## config.mk

```make
export PLATFORM = sky130hd
export DESIGN_NAME = i2c_register_master_unit
export DESIGN_NICKNAME = d
export VERILOG_FILES = /design/src/hw/rtl/i2crm_pkg.sv /design/src/hw/rtl/i2crm_queue.sv /design/src/hw/rtl/i2crm_engine.sv /design/src/hw/rtl/i2c_register_master_unit.sv
export SDC_FILE = /design/constraint.sdc
export NUM_CORES = 1
export LEC_CHECK = 0
export ABC_AREA = 1
export BUFFER_PORTS_ARGS = -buffer_cell sky130_fd_sc_hd__buf_2
export CORE_UTILIZATION = 47
export DETAILED_ROUTE_END_ITERATION = 7
export GPL_TIMING_DRIVEN = 0
export SETUP_SLACK_MARGIN = 0.15
export SLEW_MARGIN = 20
export SYNTH_ARGS = -nofsm -noshare
export SYNTH_HDL_FRONTEND = slang
export SYNTH_SLANG_ARGS = --single-unit
```

## constraint.sdc

```tcl
create_clock -name clk -period 4.52 [get_ports clk]
set_clock_uncertainty 0.2 [all_clocks]
set_input_delay 0.904 -clock clk [delete_from_list [all_inputs] [get_ports clk]]
set_output_delay 0.904 -clock clk [all_outputs]
set_load 0.005 [all_outputs]
```

## src/hw/rtl/i2crm_pkg.sv

```systemverilog
// Shared types and constants of the I2C register master.
package i2crm_pkg;

  typedef enum logic [1:0] {
    REQ_TICK  = 2'd0,
    REQ_BEGIN = 2'd1,
    REQ_BYTE  = 2'd2,
    REQ_NONE  = 2'd3
  } req_t;

  typedef enum logic [3:0] {
    PH_IDLE, PH_START_A, PH_START_B, PH_TX_LOW, PH_TX_HIGH, PH_ACK_LOW,
    PH_ACK_HIGH, PH_WAIT_BYTE, PH_RS_PREP, PH_RX_LOW, PH_RX_HIGH,
    PH_MACK_LOW, PH_MACK_HIGH, PH_STOP_A, PH_STOP_B, PH_STOP_C
  } phase_t;

  typedef enum logic [1:0] {
    ST_ADDR_W, ST_REG, ST_ADDR_R, ST_DATA
  } stage_t;

  localparam logic [1:0] CFG_START_HOLD = 2'd0;
  localparam logic [1:0] CFG_HALF_BIT   = 2'd1;
  localparam logic [1:0] CFG_ACK_TMO    = 2'd2;

  typedef struct packed {
    logic [1:0]  req_type;
    logic        sda_in;
    logic        is_read;
    logic [7:0]  addr_byte;
    logic [7:0]  reg_addr;
    logic [15:0] length;
    logic [7:0]  write_byte;
  } in_item_t;

  typedef struct packed {
    logic       scl;
    logic       sda_out;
    logic       sda_release;
    logic [7:0] rx_byte;
    logic       rx_valid;
    logic       want_byte;
    logic       busy_res;
    logic       done_res;
    logic       nack_error;
  } out_item_t;

endpackage

```

## src/hw/rtl/i2crm_queue.sv

```systemverilog
// Two-entry queue between the input stage and the bus engine.
module i2crm_queue (
  input  logic              clk,
  input  logic              rst,
  input  logic              push,
  input  i2crm_pkg::in_item_t push_data,
  output logic              full,
  input  logic              pop,
  output logic              nonempty,
  output i2crm_pkg::in_item_t pop_data
);
  import i2crm_pkg::*;

  in_item_t   slot [2];
  logic       wr_ptr;
  logic       rd_ptr;
  logic [1:0] count;

  assign full     = (count == 2'd2);
  assign nonempty = (count != 2'd0);
  assign pop_data = slot[rd_ptr];

  always_ff @(posedge clk) begin
    if (push) begin
      slot[wr_ptr] <= push_data;
    end
  end

  always_ff @(posedge clk) begin
    if (rst) begin
      wr_ptr <= 1'b0;
      rd_ptr <= 1'b0;
      count  <= 2'd0;
    end else begin
      if (push) wr_ptr <= ~wr_ptr;
      if (pop) rd_ptr <= ~rd_ptr;
      count <= count + {1'b0, push} - {1'b0, pop};
    end
  end
endmodule

```

## src/hw/rtl/i2crm_engine.sv

```systemverilog
// Bus engine: runs the transaction phases one tick per item and registers the result.
module i2crm_engine (
  input  logic                clk,
  input  logic                rst,
  input  logic [7:0]          start_hold_ticks,
  input  logic [7:0]          half_bit_ticks,
  input  logic [7:0]          ack_timeout,
  input  logic                in_valid,
  input  i2crm_pkg::in_item_t in_data,
  output logic                in_take,
  output logic                out_valid,
  output i2crm_pkg::out_item_t out_data,
  input  logic                out_stall
);
  import i2crm_pkg::*;

  phase_t      phase, phase_next;
  stage_t      stage, stage_next;
  logic [7:0]  tick_count, tick_count_next;
  logic [3:0]  bit_count, bit_count_next;
  logic [7:0]  shift_byte, shift_byte_next;
  logic [15:0] bytes_left, bytes_left_next;
  logic [7:0]  ack_polls, ack_polls_next;
  logic        read_mode, read_mode_next;
  logic        error_flag, error_flag_next;
  logic [7:0]  saved_addr, saved_addr_next;
  logic [7:0]  saved_reg, saved_reg_next;
  out_item_t   res;

  logic [7:0]  hold_lim, half_lim, tick_inc;
  logic        hold_done, half_done;
  logic [7:0]  rx_shift;
  logic [15:0] left_dec;

  // The result register frees whenever it is empty or being taken.
  assign in_take = in_valid && (!out_valid || !out_stall);

  assign hold_lim  = (start_hold_ticks == 8'd0) ? 8'd1 : start_hold_ticks;
  assign half_lim  = (half_bit_ticks == 8'd0) ? 8'd1 : half_bit_ticks;
  assign tick_inc  = tick_count + 8'd1;
  assign hold_done = tick_inc >= hold_lim;
  assign half_done = tick_inc >= half_lim;
  assign rx_shift  = {shift_byte[6:0], in_data.sda_in};
  assign left_dec  = bytes_left - 16'd1;

  always_comb begin
    phase_next      = phase;
    stage_next      = stage;
    tick_count_next = tick_count;
    bit_count_next  = bit_count;
    shift_byte_next = shift_byte;
    bytes_left_next = bytes_left;
    ack_polls_next  = ack_polls;
    read_mode_next  = read_mode;
    error_flag_next = error_flag;
    saved_addr_next = saved_addr;
    saved_reg_next  = saved_reg;
    res             = '0;

    case (phase)
      PH_IDLE: begin
        if (in_data.req_type == REQ_BEGIN) begin
          read_mode_next  = in_data.is_read;
          saved_addr_next = in_data.addr_byte;
          saved_reg_next  = in_data.reg_addr;
          bytes_left_next = (in_data.length == 16'd0) ? 16'd1 : in_data.length;
          error_flag_next = 1'b0;
          stage_next      = ST_ADDR_W;
          phase_next      = PH_START_A;
          tick_count_next = 8'd0;
        end
      end
      PH_START_A, PH_STOP_A: begin
        tick_count_next = hold_done ? 8'd0 : tick_inc;
        if (hold_done) phase_next = (phase == PH_START_A) ? PH_START_B : PH_STOP_B;
      end
      PH_START_B: begin
        tick_count_next = hold_done ? 8'd0 : tick_inc;
        if (hold_done) begin
          shift_byte_next = (stage == ST_ADDR_R) ? saved_addr + 8'd1 : saved_addr;
          bit_count_next  = 4'd0;
          phase_next      = PH_TX_LOW;
        end
      end
      PH_STOP_C: begin
        tick_count_next = hold_done ? 8'd0 : tick_inc;
        if (hold_done) begin
          res.done_res   = 1'b1;
          res.nack_error = error_flag;
          phase_next     = PH_IDLE;
        end
      end
      PH_TX_LOW, PH_RX_LOW, PH_MACK_LOW, PH_RS_PREP, PH_STOP_B: begin
        tick_count_next = half_done ? 8'd0 : tick_inc;
        if (half_done) begin
          case (phase)
            PH_TX_LOW:   phase_next = PH_TX_HIGH;
            PH_RX_LOW:   phase_next = PH_RX_HIGH;
            PH_MACK_LOW: phase_next = PH_MACK_HIGH;
            PH_RS_PREP:  phase_next = PH_START_A;
            default:     phase_next = PH_STOP_C;
          endcase
        end
      end
      PH_TX_HIGH: begin
        tick_count_next = half_done ? 8'd0 : tick_inc;
        if (half_done) begin
          shift_byte_next = {shift_byte[6:0], 1'b0};
          bit_count_next  = bit_count + 4'd1;
          phase_next      = (bit_count_next >= 4'd8) ? PH_ACK_LOW : PH_TX_LOW;
        end
      end
      PH_ACK_LOW: begin
        tick_count_next = half_done ? 8'd0 : tick_inc;
        if (half_done) begin
          ack_polls_next = 8'd0;
          phase_next     = PH_ACK_HIGH;
        end
      end
      PH_ACK_HIGH: begin
        if (!in_data.sda_in) begin
          tick_count_next = 8'd0;
          case (stage)
            ST_ADDR_W: begin
              stage_next      = ST_REG;
              shift_byte_next = saved_reg;
              bit_count_next  = 4'd0;
              phase_next      = PH_TX_LOW;
            end
            ST_REG: begin
              stage_next = read_mode ? ST_ADDR_R : ST_DATA;
              phase_next = read_mode ? PH_RS_PREP : PH_WAIT_BYTE;
            end
            ST_ADDR_R: begin
              bit_count_next  = 4'd0;
              shift_byte_next = 8'd0;
              phase_next      = PH_RX_LOW;
            end
            default: begin
              bytes_left_next = left_dec;
              phase_next      = (left_dec == 16'd0) ? PH_STOP_A : PH_WAIT_BYTE;
            end
          endcase
        end else if (ack_polls >= ack_timeout) begin
          error_flag_next = 1'b1;
          phase_next      = PH_STOP_A;
          tick_count_next = 8'd0;
        end else begin
          ack_polls_next = ack_polls + 8'd1;
        end
      end
      PH_WAIT_BYTE: begin
        if (in_data.req_type == REQ_BYTE) begin
          shift_byte_next = in_data.write_byte;
          bit_count_next  = 4'd0;
          tick_count_next = 8'd0;
          phase_next      = PH_TX_LOW;
        end
      end
      PH_RX_HIGH: begin
        tick_count_next = half_done ? 8'd0 : tick_inc;
        if (half_done) begin
          shift_byte_next = rx_shift;
          bit_count_next  = bit_count + 4'd1;
          if (bit_count_next >= 4'd8) begin
            res.rx_valid = 1'b1;
            res.rx_byte  = rx_shift;
            phase_next   = PH_MACK_LOW;
          end else begin
            phase_next = PH_RX_LOW;
          end
        end
      end
      PH_MACK_HIGH: begin
        tick_count_next = half_done ? 8'd0 : tick_inc;
        if (half_done) begin
          bytes_left_next = left_dec;
          if (left_dec == 16'd0) begin
            phase_next = PH_STOP_A;
          end else begin
            bit_count_next  = 4'd0;
            shift_byte_next = 8'd0;
            phase_next      = PH_RX_LOW;
          end
        end
      end
      default: begin
        phase_next      = PH_IDLE;
        tick_count_next = 8'd0;
      end
    endcase

    // Line drive follows the phase reached after this tick.
    res.scl     = 1'b1;
    res.sda_out = 1'b1;
    case (phase_next)
      PH_START_B: res.sda_out = 1'b0;
      PH_TX_LOW: begin
        res.scl     = 1'b0;
        res.sda_out = shift_byte_next[7];
      end
      PH_TX_HIGH: res.sda_out = shift_byte_next[7];
      PH_ACK_LOW, PH_WAIT_BYTE, PH_RX_LOW: begin
        res.scl         = 1'b0;
        res.sda_release = 1'b1;
      end
      PH_ACK_HIGH, PH_RX_HIGH: res.sda_release = 1'b1;
      PH_RS_PREP: res.scl = 1'b0;
      PH_MACK_LOW: begin
        res.scl     = 1'b0;
        res.sda_out = (bytes_left_next == 16'd1);
      end
      PH_MACK_HIGH: res.sda_out = (bytes_left_next == 16'd1);
      PH_STOP_A: begin
        res.scl     = 1'b0;
        res.sda_out = 1'b0;
      end
      PH_STOP_B: res.sda_out = 1'b0;
      default: ;
    endcase
    res.want_byte = (phase_next == PH_WAIT_BYTE);
    res.busy_res  = (phase_next != PH_IDLE);
  end

  always_ff @(posedge clk) begin
    if (rst) begin
      phase      <= PH_IDLE;
      stage      <= ST_ADDR_W;
      tick_count <= 8'd0;
      bit_count  <= 4'd0;
      shift_byte <= 8'd0;
      bytes_left <= 16'd0;
      ack_polls  <= 8'd0;
      read_mode  <= 1'b0;
      error_flag <= 1'b0;
      saved_addr <= 8'd0;
      saved_reg  <= 8'd0;
      out_valid  <= 1'b0;
    end else begin
      if (in_take) begin
        phase      <= phase_next;
        stage      <= stage_next;
        tick_count <= tick_count_next;
        bit_count  <= bit_count_next;
        shift_byte <= shift_byte_next;
        bytes_left <= bytes_left_next;
        ack_polls  <= ack_polls_next;
        read_mode  <= read_mode_next;
        error_flag <= error_flag_next;
        saved_addr <= saved_addr_next;
        saved_reg  <= saved_reg_next;
        out_valid  <= 1'b1;
      end else if (!out_stall) begin
        out_valid <= 1'b0;
      end
    end
  end

  always_ff @(posedge clk) begin
    if (in_take) out_data <= res;
  end
endmodule

```

## src/hw/rtl/i2c_register_master_unit.sv

```systemverilog
// Top level of the I2C register master: configuration, input queue and bus engine.
// Each input item is one bus tick and yields exactly one result item; with no stall on
// either side the block takes one tick per clock cycle, and each tick is stored in an input
// queue slot and its result then in the engine's result register before the result
// appears. The engine's phase state machine updates once per tick and sets that rate.
module i2c_register_master_unit (
  input  logic                 clk,
  input  logic                 rst,
  input  logic                 in_valid,
  output logic                 in_stall,
  input  i2crm_pkg::in_item_t  in_data,
  output logic                 out_valid,
  input  logic                 out_stall,
  output i2crm_pkg::out_item_t out_data,
  input  logic                 cfg_valid,
  output logic                 cfg_ready,
  input  logic [1:0]           cfg_index,
  input  logic [7:0]           cfg_data
);
  import i2crm_pkg::*;

  logic [7:0] start_hold_ticks, half_bit_ticks, ack_timeout;
  logic       q_full, q_nonempty, q_pop, q_push;
  in_item_t   q_data;

  assign cfg_ready = 1'b1;
  assign in_stall  = q_full;
  assign q_push    = in_valid && !q_full;

  always_ff @(posedge clk) begin
    if (rst) begin
      start_hold_ticks <= 8'd4;
      half_bit_ticks   <= 8'd2;
      ack_timeout      <= 8'd250;
    end else if (cfg_valid) begin
      case (cfg_index)
        CFG_START_HOLD: start_hold_ticks <= cfg_data;
        CFG_HALF_BIT:   half_bit_ticks   <= cfg_data;
        CFG_ACK_TMO:    ack_timeout      <= cfg_data;
        default: ;
      endcase
    end
  end

  i2crm_queue u_queue (
    .clk(clk), .rst(rst),
    .push(q_push), .push_data(in_data), .full(q_full),
    .pop(q_pop), .nonempty(q_nonempty), .pop_data(q_data)
  );

  i2crm_engine u_engine (
    .clk(clk), .rst(rst),
    .start_hold_ticks(start_hold_ticks), .half_bit_ticks(half_bit_ticks),
    .ack_timeout(ack_timeout),
    .in_valid(q_nonempty), .in_data(q_data), .in_take(q_pop),
    .out_valid(out_valid), .out_data(out_data), .out_stall(out_stall)
  );
endmodule
```

# Yosys cells after proc, flatten, opt, wreduce, memory -nomap -nowiden
# Memories as Yosys holds them, arrays and structs flattened. A register that Yosys moved wholly into a read port is not among the register bits.
# Cells that the tools add are included.
totals:
  reg_bits: 113
  output_inout_bits: 19
  memories: 1
  ramBits: 88
  word_cells: 218
mem_list:
  columns: ["name", "words", "width", "read_ports", "rd_ports_with_merged_regs", "write_ports", "line_no", "text"]
  rows:
  - ["u_queue.slot", 2, 44, 1, 1, 1, "i2crm_queue.sv:14", "in_item_t slot [2];"]
op_classes:
  reduce_logical: 44
  n_addsub: 7
  muxes: 78
  n_bitwise: 2
  n_eq_ne: 54
  magnitude_cmp: 4
op_table:
  columns: ["operator", "count"]
  rows:
  - ["two-way mux 8 bit", 19]
  - ["two-way mux 4 bit", 22]
  - ["two-way mux 16 bit", 5]
  - ["equality test 4 bit, second input constant", 15]
  - ["case mux 16 bit (3 select lines)", 1]
  - ["case mux 8 bit (6 select lines)", 1]
  - ["case mux 4 bit (11 select lines)", 1]
  - ["case mux 8 bit (5 select lines)", 1]
  - ["equality test 4 x 3 -> 1 bit, second input constant", 8]
  - ["logical NOT 16 bit", 2]
  - ["case mux 8 bit (2 select lines)", 2]
  - ["adder 8 x 1 -> 8 bit, second input constant", 3]
  - [">= comparator 8 bit", 3]
  - ["!= test 2 x 1 -> 1 bit, second input constant", 11]
  - ["case mux 4 bit (5 select lines)", 1]
  - ["equality test 16 x 1 -> 1 bit, second input constant", 1]
  - ["equality test 4 x 2 -> 1 bit, second input constant", 4]
  - ["logical NOT 8 bit", 2]
  - ["case mux 4 bit (4 select lines)", 1]
  - ["subtractor 16 x 1 -> 16 bit, second input constant", 1]
  - ["AND reduction 5 bit", 3]
  - ["two-way mux 1 bit", 13]
  - ["case mux 4 bit (3 select lines)", 1]
  - ["AND reduction 10 bit", 1]
  - ["35 further kinds", 67]

# Logic depth before layout (Yosys ltp)
depth:
  depth_word: 9
  ltp_mapped: 24
  depth_no_buf: 24

# Modules after synthesis
# Synthesis repeated with hierarchy kept, for this count alone.
hier_totals:
  hier_cells: 1354
  area_unflattened_um2: 11203.2
by_module_without_submodules:
  columns: ["mod", "instances", "cells_each", "area_per_inst_um2", "seq_area_each_um2"]
  rows:
  - ["i2crm_engine", 1, 1039, 6551.3, 1861.8]
  - ["i2crm_queue", 1, 168, 3603.5, 2742.6]
  - ["i2c_register_master_unit", 1, 147, 1048.5, 480.5]

# Worst setup path before layout
# OpenSTA, ideal clock, no wires.
synth_timing:
  path_kind: "input -> register"
  startpoint: "input port in_valid"
  endpoint: "memory u_queue.slot[1][0] in the netlist's numbering (enable)"
  required_ps: 3873
  n_path_buf: 0
  t_arrival_ps: 2917
  setup_ps: 447
  stages: 2
  setup_slack_ps: 956
  path_cell_list: "o21ai_0 > nor2_1"
synth_between:
  elab_chain_cells: 3
synth_rtl:
  columns: ["item", "line_no", "text"]
  rows:
  - ["start, declared", "i2c_register_master_unit.sv:9", "input logic in_valid,"]
  - ["logical AND 1 bit", "i2c_register_master_unit.sv:28", "assign q_push = in_valid && !q_full;"]
  - ["two-way mux 1 bit", "i2crm_queue.sv:24", "if (push) begin"]
  - ["two-way mux 1 bit (implied by the code)", "i2crm_queue.sv:25", "slot[wr_ptr] <= push_data;"]
  - ["end, declared", "i2crm_queue.sv:14", null]
# No other way between the ends.

==> impl_summary.log <==
[metrics] unrepaired setup endpoints after global routing: false
[metrics] HPWL after detailed placement: just over 20,000 µm
[metrics] count of maximum capacitance violations: 0
[metrics] first-iteration detailed-routing DRC count: 579
[metrics] GR Overflow Total: 0
[metrics] area of combinational cells with multiple inputs: ~4700 µm²
[metrics] Starting Density: around half
[metrics] height of the die: roughly 150 µm
[metrics] Crit path buffers/inverters: 3
[metrics] Setup crit end kind: flop
[metrics] capture point of the worst reg-to-reg path: u_engine.out_data[14]
[metrics] clock tree sinks: a little over 200
[metrics] area of the die: roughly 23,000 µm²
[metrics] Max FO, Critical Path: 10
[metrics] number of unique standard cell types used by synthesis: 52
[metrics] path type of the worst min-delay path: reg -> reg
[metrics] register with the most flip-flops: u_queue.slot
[metrics] routing usage on met2: between 30% and 40%
[metrics] H-Tree Depth: 1
[metrics] Routed wire per std cell: approximately 16 µm
[metrics] Buffers on Ports: 76
[metrics] fillers: just over 2k
[metrics] largest stage delay on the critical path: 0.44 ns
[metrics] shortest clock period the worst path allows after layout: 4.04 ns
[metrics] classification of the worst setup path: reg -> reg
[metrics] delay-heaviest family, CP: simple AND/OR/NAND/NOR gates
[metrics] weighted congestion at the end of routability-driven global placement: 0.918
[metrics] proportion of layout cells with a drive suffix above 1: roughly 14%
[metrics] violations in the final reports: design-rule violations
[metrics] hold worst-path end: u_queue.rd_ptr
[metrics] required time of the critical path: ~4.6 ns
[metrics] count of antenna diodes in the layout: 0
[metrics] start point of the worst hold path: u_queue.rd_ptr
[metrics] Largest register FFs: 88
[metrics] Post-Synthesis Mean Instance Area: 8.16 µm²
[metrics] most used flip-flop cell after synthesis: sky130_fd_sc_hd__edfxtp_1
[metrics] worst flop-to-flop path startpoint: u_engine.tick_count[0]
[metrics] clock tree from TritonCTS: yes
[metrics] Tcrit/Tclk final: between 80% and 90%
[metrics] run status: finished, violations left
[metrics] maximum achievable frequency: ~250 MHz
[metrics] largest vdd supply drop: between 0.3 and 0.4 mV
[metrics] Cell Rows: 54
[metrics] fin util: 55.3%
[metrics] met1 demand-to-capacity share in global routing: about a third
[metrics] asr flop ratio synth: 0%
[metrics] static leakage: 5.22 nW
[metrics] overall fraction of global-route tracks in use: 23.9%
[metrics] number of cell instances on the worst register-to-register path: 19
[metrics] # Post-CTS Setup Buffers: 0
[metrics] worst slack on hold paths: 0.250 ns
[metrics] Tightest Pin Transition: approximately 0.81 ns
[metrics] Max Buffers Root-to-Sink: 3
[metrics] power density over the cells: 668 nW/µm²
[metrics] crit path launch type: flop
[metrics] vias in the first global route: 8,480
[metrics] die span in x: ~150 µm
[metrics] Syn Inst Count: 1,303
[metrics] sequential area share after synthesis: a little under half
[metrics] vias per cell: between 5 and 6
[metrics] Warnings, synthesis: 0
[metrics] highest-utilization routing layer at the global route stage: met2
[metrics] top flop regs: u_queue.slot (88), u_engine.bytes_left (16), u_engine.out_data (16)
[metrics] synth-to-layout area growth: 14.5%
[metrics] library cell contributing the largest single delay on the critical path: sky130_fd_sc_hd__dfxtp_1
[metrics] series of cell instances along the critical path: nand3_1 -> nand3b_1 -> nand3b_1 -> xnor2_2 -> ha_1 -> a21o_1 -> nor2_2 -> nand3_2 -> clkbuf_1 -> o211ai_1 -> nand4_1 -> inv_1 -> nand2_4 -> nor2_2 -> inv_2 -> nand2_1 -> nand3_1 -> nand2_1 -> nand2_1
[metrics] Total Nets Final: between 1k and 1.5k
[metrics] worst hold path stage count: 1
[metrics] total count of max-transition violations in the final report: 0
[metrics] Final Hold Viols: 0
[metrics] Setup violations, final: 0
[metrics] pin count of the biggest net entering global routing: 27
[metrics] combined area of all synthesized cells: roughly 11,000 µm²
[metrics] sum of routed wire length over all layers: ~27,000 µm
[metrics] total I/O pin count: 78
[metrics] area of the placeable core: around 22,000 µm²
[metrics] met3 Usage GRT: 2.45%
[metrics] root buffer selected by CTS: sky130_fd_sc_hd__clkbuf_16
[metrics] slack of the worst reg-to-reg path: around 0.48 ns
[metrics] DR DRC count: 2
[metrics] CTS clk-pin slew, worst paths: ~0.060 ns
[metrics] final total power: around 8 mW
[metrics] Post-synth EDFFs: roughly 100
[metrics] Synth Register Bits: about 200
[metrics] count of nets left with antenna violations after detail routing: 0
[metrics] number of detailed-route iterations in the first pass: 7
[metrics] clock latency reported for the late side of the worst-skew pair: between 0.5 and 0.6 ns
[metrics] area of all sequential standard cells: roughly 5000 µm²
[metrics] arrival time at the worst endpoint: 4.10 ns
[metrics] first-pass GRT wire length: 44,400 µm
[metrics] Top cell by count, worst path: sky130_fd_sc_hd__nand2_1
[metrics] Max transition margin: between 40 and 50%
[metrics] total vias in the final route: ~9.0k
[metrics] CTS Buf Count: 22
[metrics] number of nets in the synthesized netlist: 1,394
[metrics] antenna violations before repair: 0
metal layers:
metal / vias up / routed length, µm
met4: 0 / 578
met1: 4108 / 13000
li1: 4599 / -
met5: - / 0
met3: 42 / 1340
met2: 227 / 12400
worst max path at each step:
stage,from,end,slack (ns),cells after the start
CTS,u_engine.tick_count[0],u_engine.out_data[14],0.34,19
global placement,in_valid,u_queue.slot[1][17],-0.23,3
floorplan,in_valid,u_queue.slot[1][0],0.96,2
finish,u_engine.tick_count[0],u_engine.out_data[14],0.48,19
detailed placement,u_engine.tick_count[0],u_engine.out_data[14],0.37,19
global route,u_engine.tick_count[0],u_engine.out_data[14],0.19,22
synth_stat cells (all sizes together) (15+ instances only):
master / n / area (µm²)
a21oi: 116 / 592
a31oi: 19 / 119
buf: 16 / 106
clkbuf: 27 / 101
dfxtp: 98 / 1960
edfxtp: 104 / 3120
ha: 32 / 400
inv: 165 / 624
nand2: 303 / 1200
nand3: 54 / 330
nand4: 15 / 93.8
nor2: 133 / 609
nor3: 15 / 80.1
o211ai: 17 / 128
o21ai: 118 / 591
xor2: 16 / 140
logic make-up (layout without fill, tap and decap cells):
kind of cell | Yosys count | after routing | share of synthesized area [%]
DFF | 202 | 202 | 47.8
muxes | 6 | 6 | 0.565
xor gates and xnor gates | 19 | 19 | 1.56
and+or+nand+nor | 534 | 534 | 22.7
adders and majority gates | 32 | 32 | 3.76
other | 1 | 1 | 0.0353
buffers and inverters | 209 | 326 | 7.86
AOI/OAI and AO/OA | 300 | 300 | 15.7
cells in the final DEF, fill, tap and decap left out, types with 15 or more instances in the layout:
cell / instances
sky130_fd_sc_hd__xor2_1: 16
sky130_fd_sc_hd__o211ai_1: 17
sky130_fd_sc_hd__o21ai_0: 102
sky130_fd_sc_hd__nand2_2: 18
sky130_fd_sc_hd__o21ai_1: 16
sky130_fd_sc_hd__nand3_1: 45
sky130_fd_sc_hd__dfxtp_1: 98
sky130_fd_sc_hd__nor2_1: 107
sky130_fd_sc_hd__inv_1: 149
sky130_fd_sc_hd__ha_1: 32
sky130_fd_sc_hd__clkbuf_16: 22
sky130_fd_sc_hd__nand2_1: 282
sky130_fd_sc_hd__clkbuf_1: 32
sky130_fd_sc_hd__nand4_1: 15
sky130_fd_sc_hd__buf_2: 83
sky130_fd_sc_hd__edfxtp_1: 104
sky130_fd_sc_hd__a21oi_1: 113
sky130_fd_sc_hd__a31oi_1: 19
power by group:
group          switching, mW  internal [mW]
Clock                  0.711           1.04
Combinational           2.57           1.17
Sequential             0.284           2.36
Total                   3.57           4.57
what timing repair did:
item / 4_1_cts / 5_1_grt
gates resized for setup: 0 / 1
hold buffers: 0 / 0
setup endpoints to repair: 0 / 1
area by class of cell:
| type | instances | share of cell area (%) |
|---|---|---|
| Buffer | 43 | 1.72 |
| Clock buffer | 33 | 5.27 |
| Clock inverter | 5 | 0.647 |
| Inverter | 166 | 5.16 |
| Multi-Input combinational cell | 892 | 38.9 |
| Sequential cell | 202 | 41.8 |
| Tap cell | 280 | 2.88 |
| Timing Repair Buffer | 79 | 3.68 |
per-stage QoR:
| step | setup slack (ns) | cells | setup TNS, ns | area, µm² |
|---|---|---|---|---|
| 6_report | 0.477 | 1700 | 0 | 12200 |
| 5_1_grt | 0.192 | 1700 | 0 | 12200 |
| 4_1_cts | 0.342 | 1700 | 0 | 12200 |
| 3_5_place_dp | 0.369 | 1662 | 0 | 11500 |
| 3_3_place_gp | -0.233 | 1659 | -19.85 | 11400 |
| 2_1_floorplan | 0.956 | 1303 | 0 | 10600 |
(Power assumes the default switching activity.)
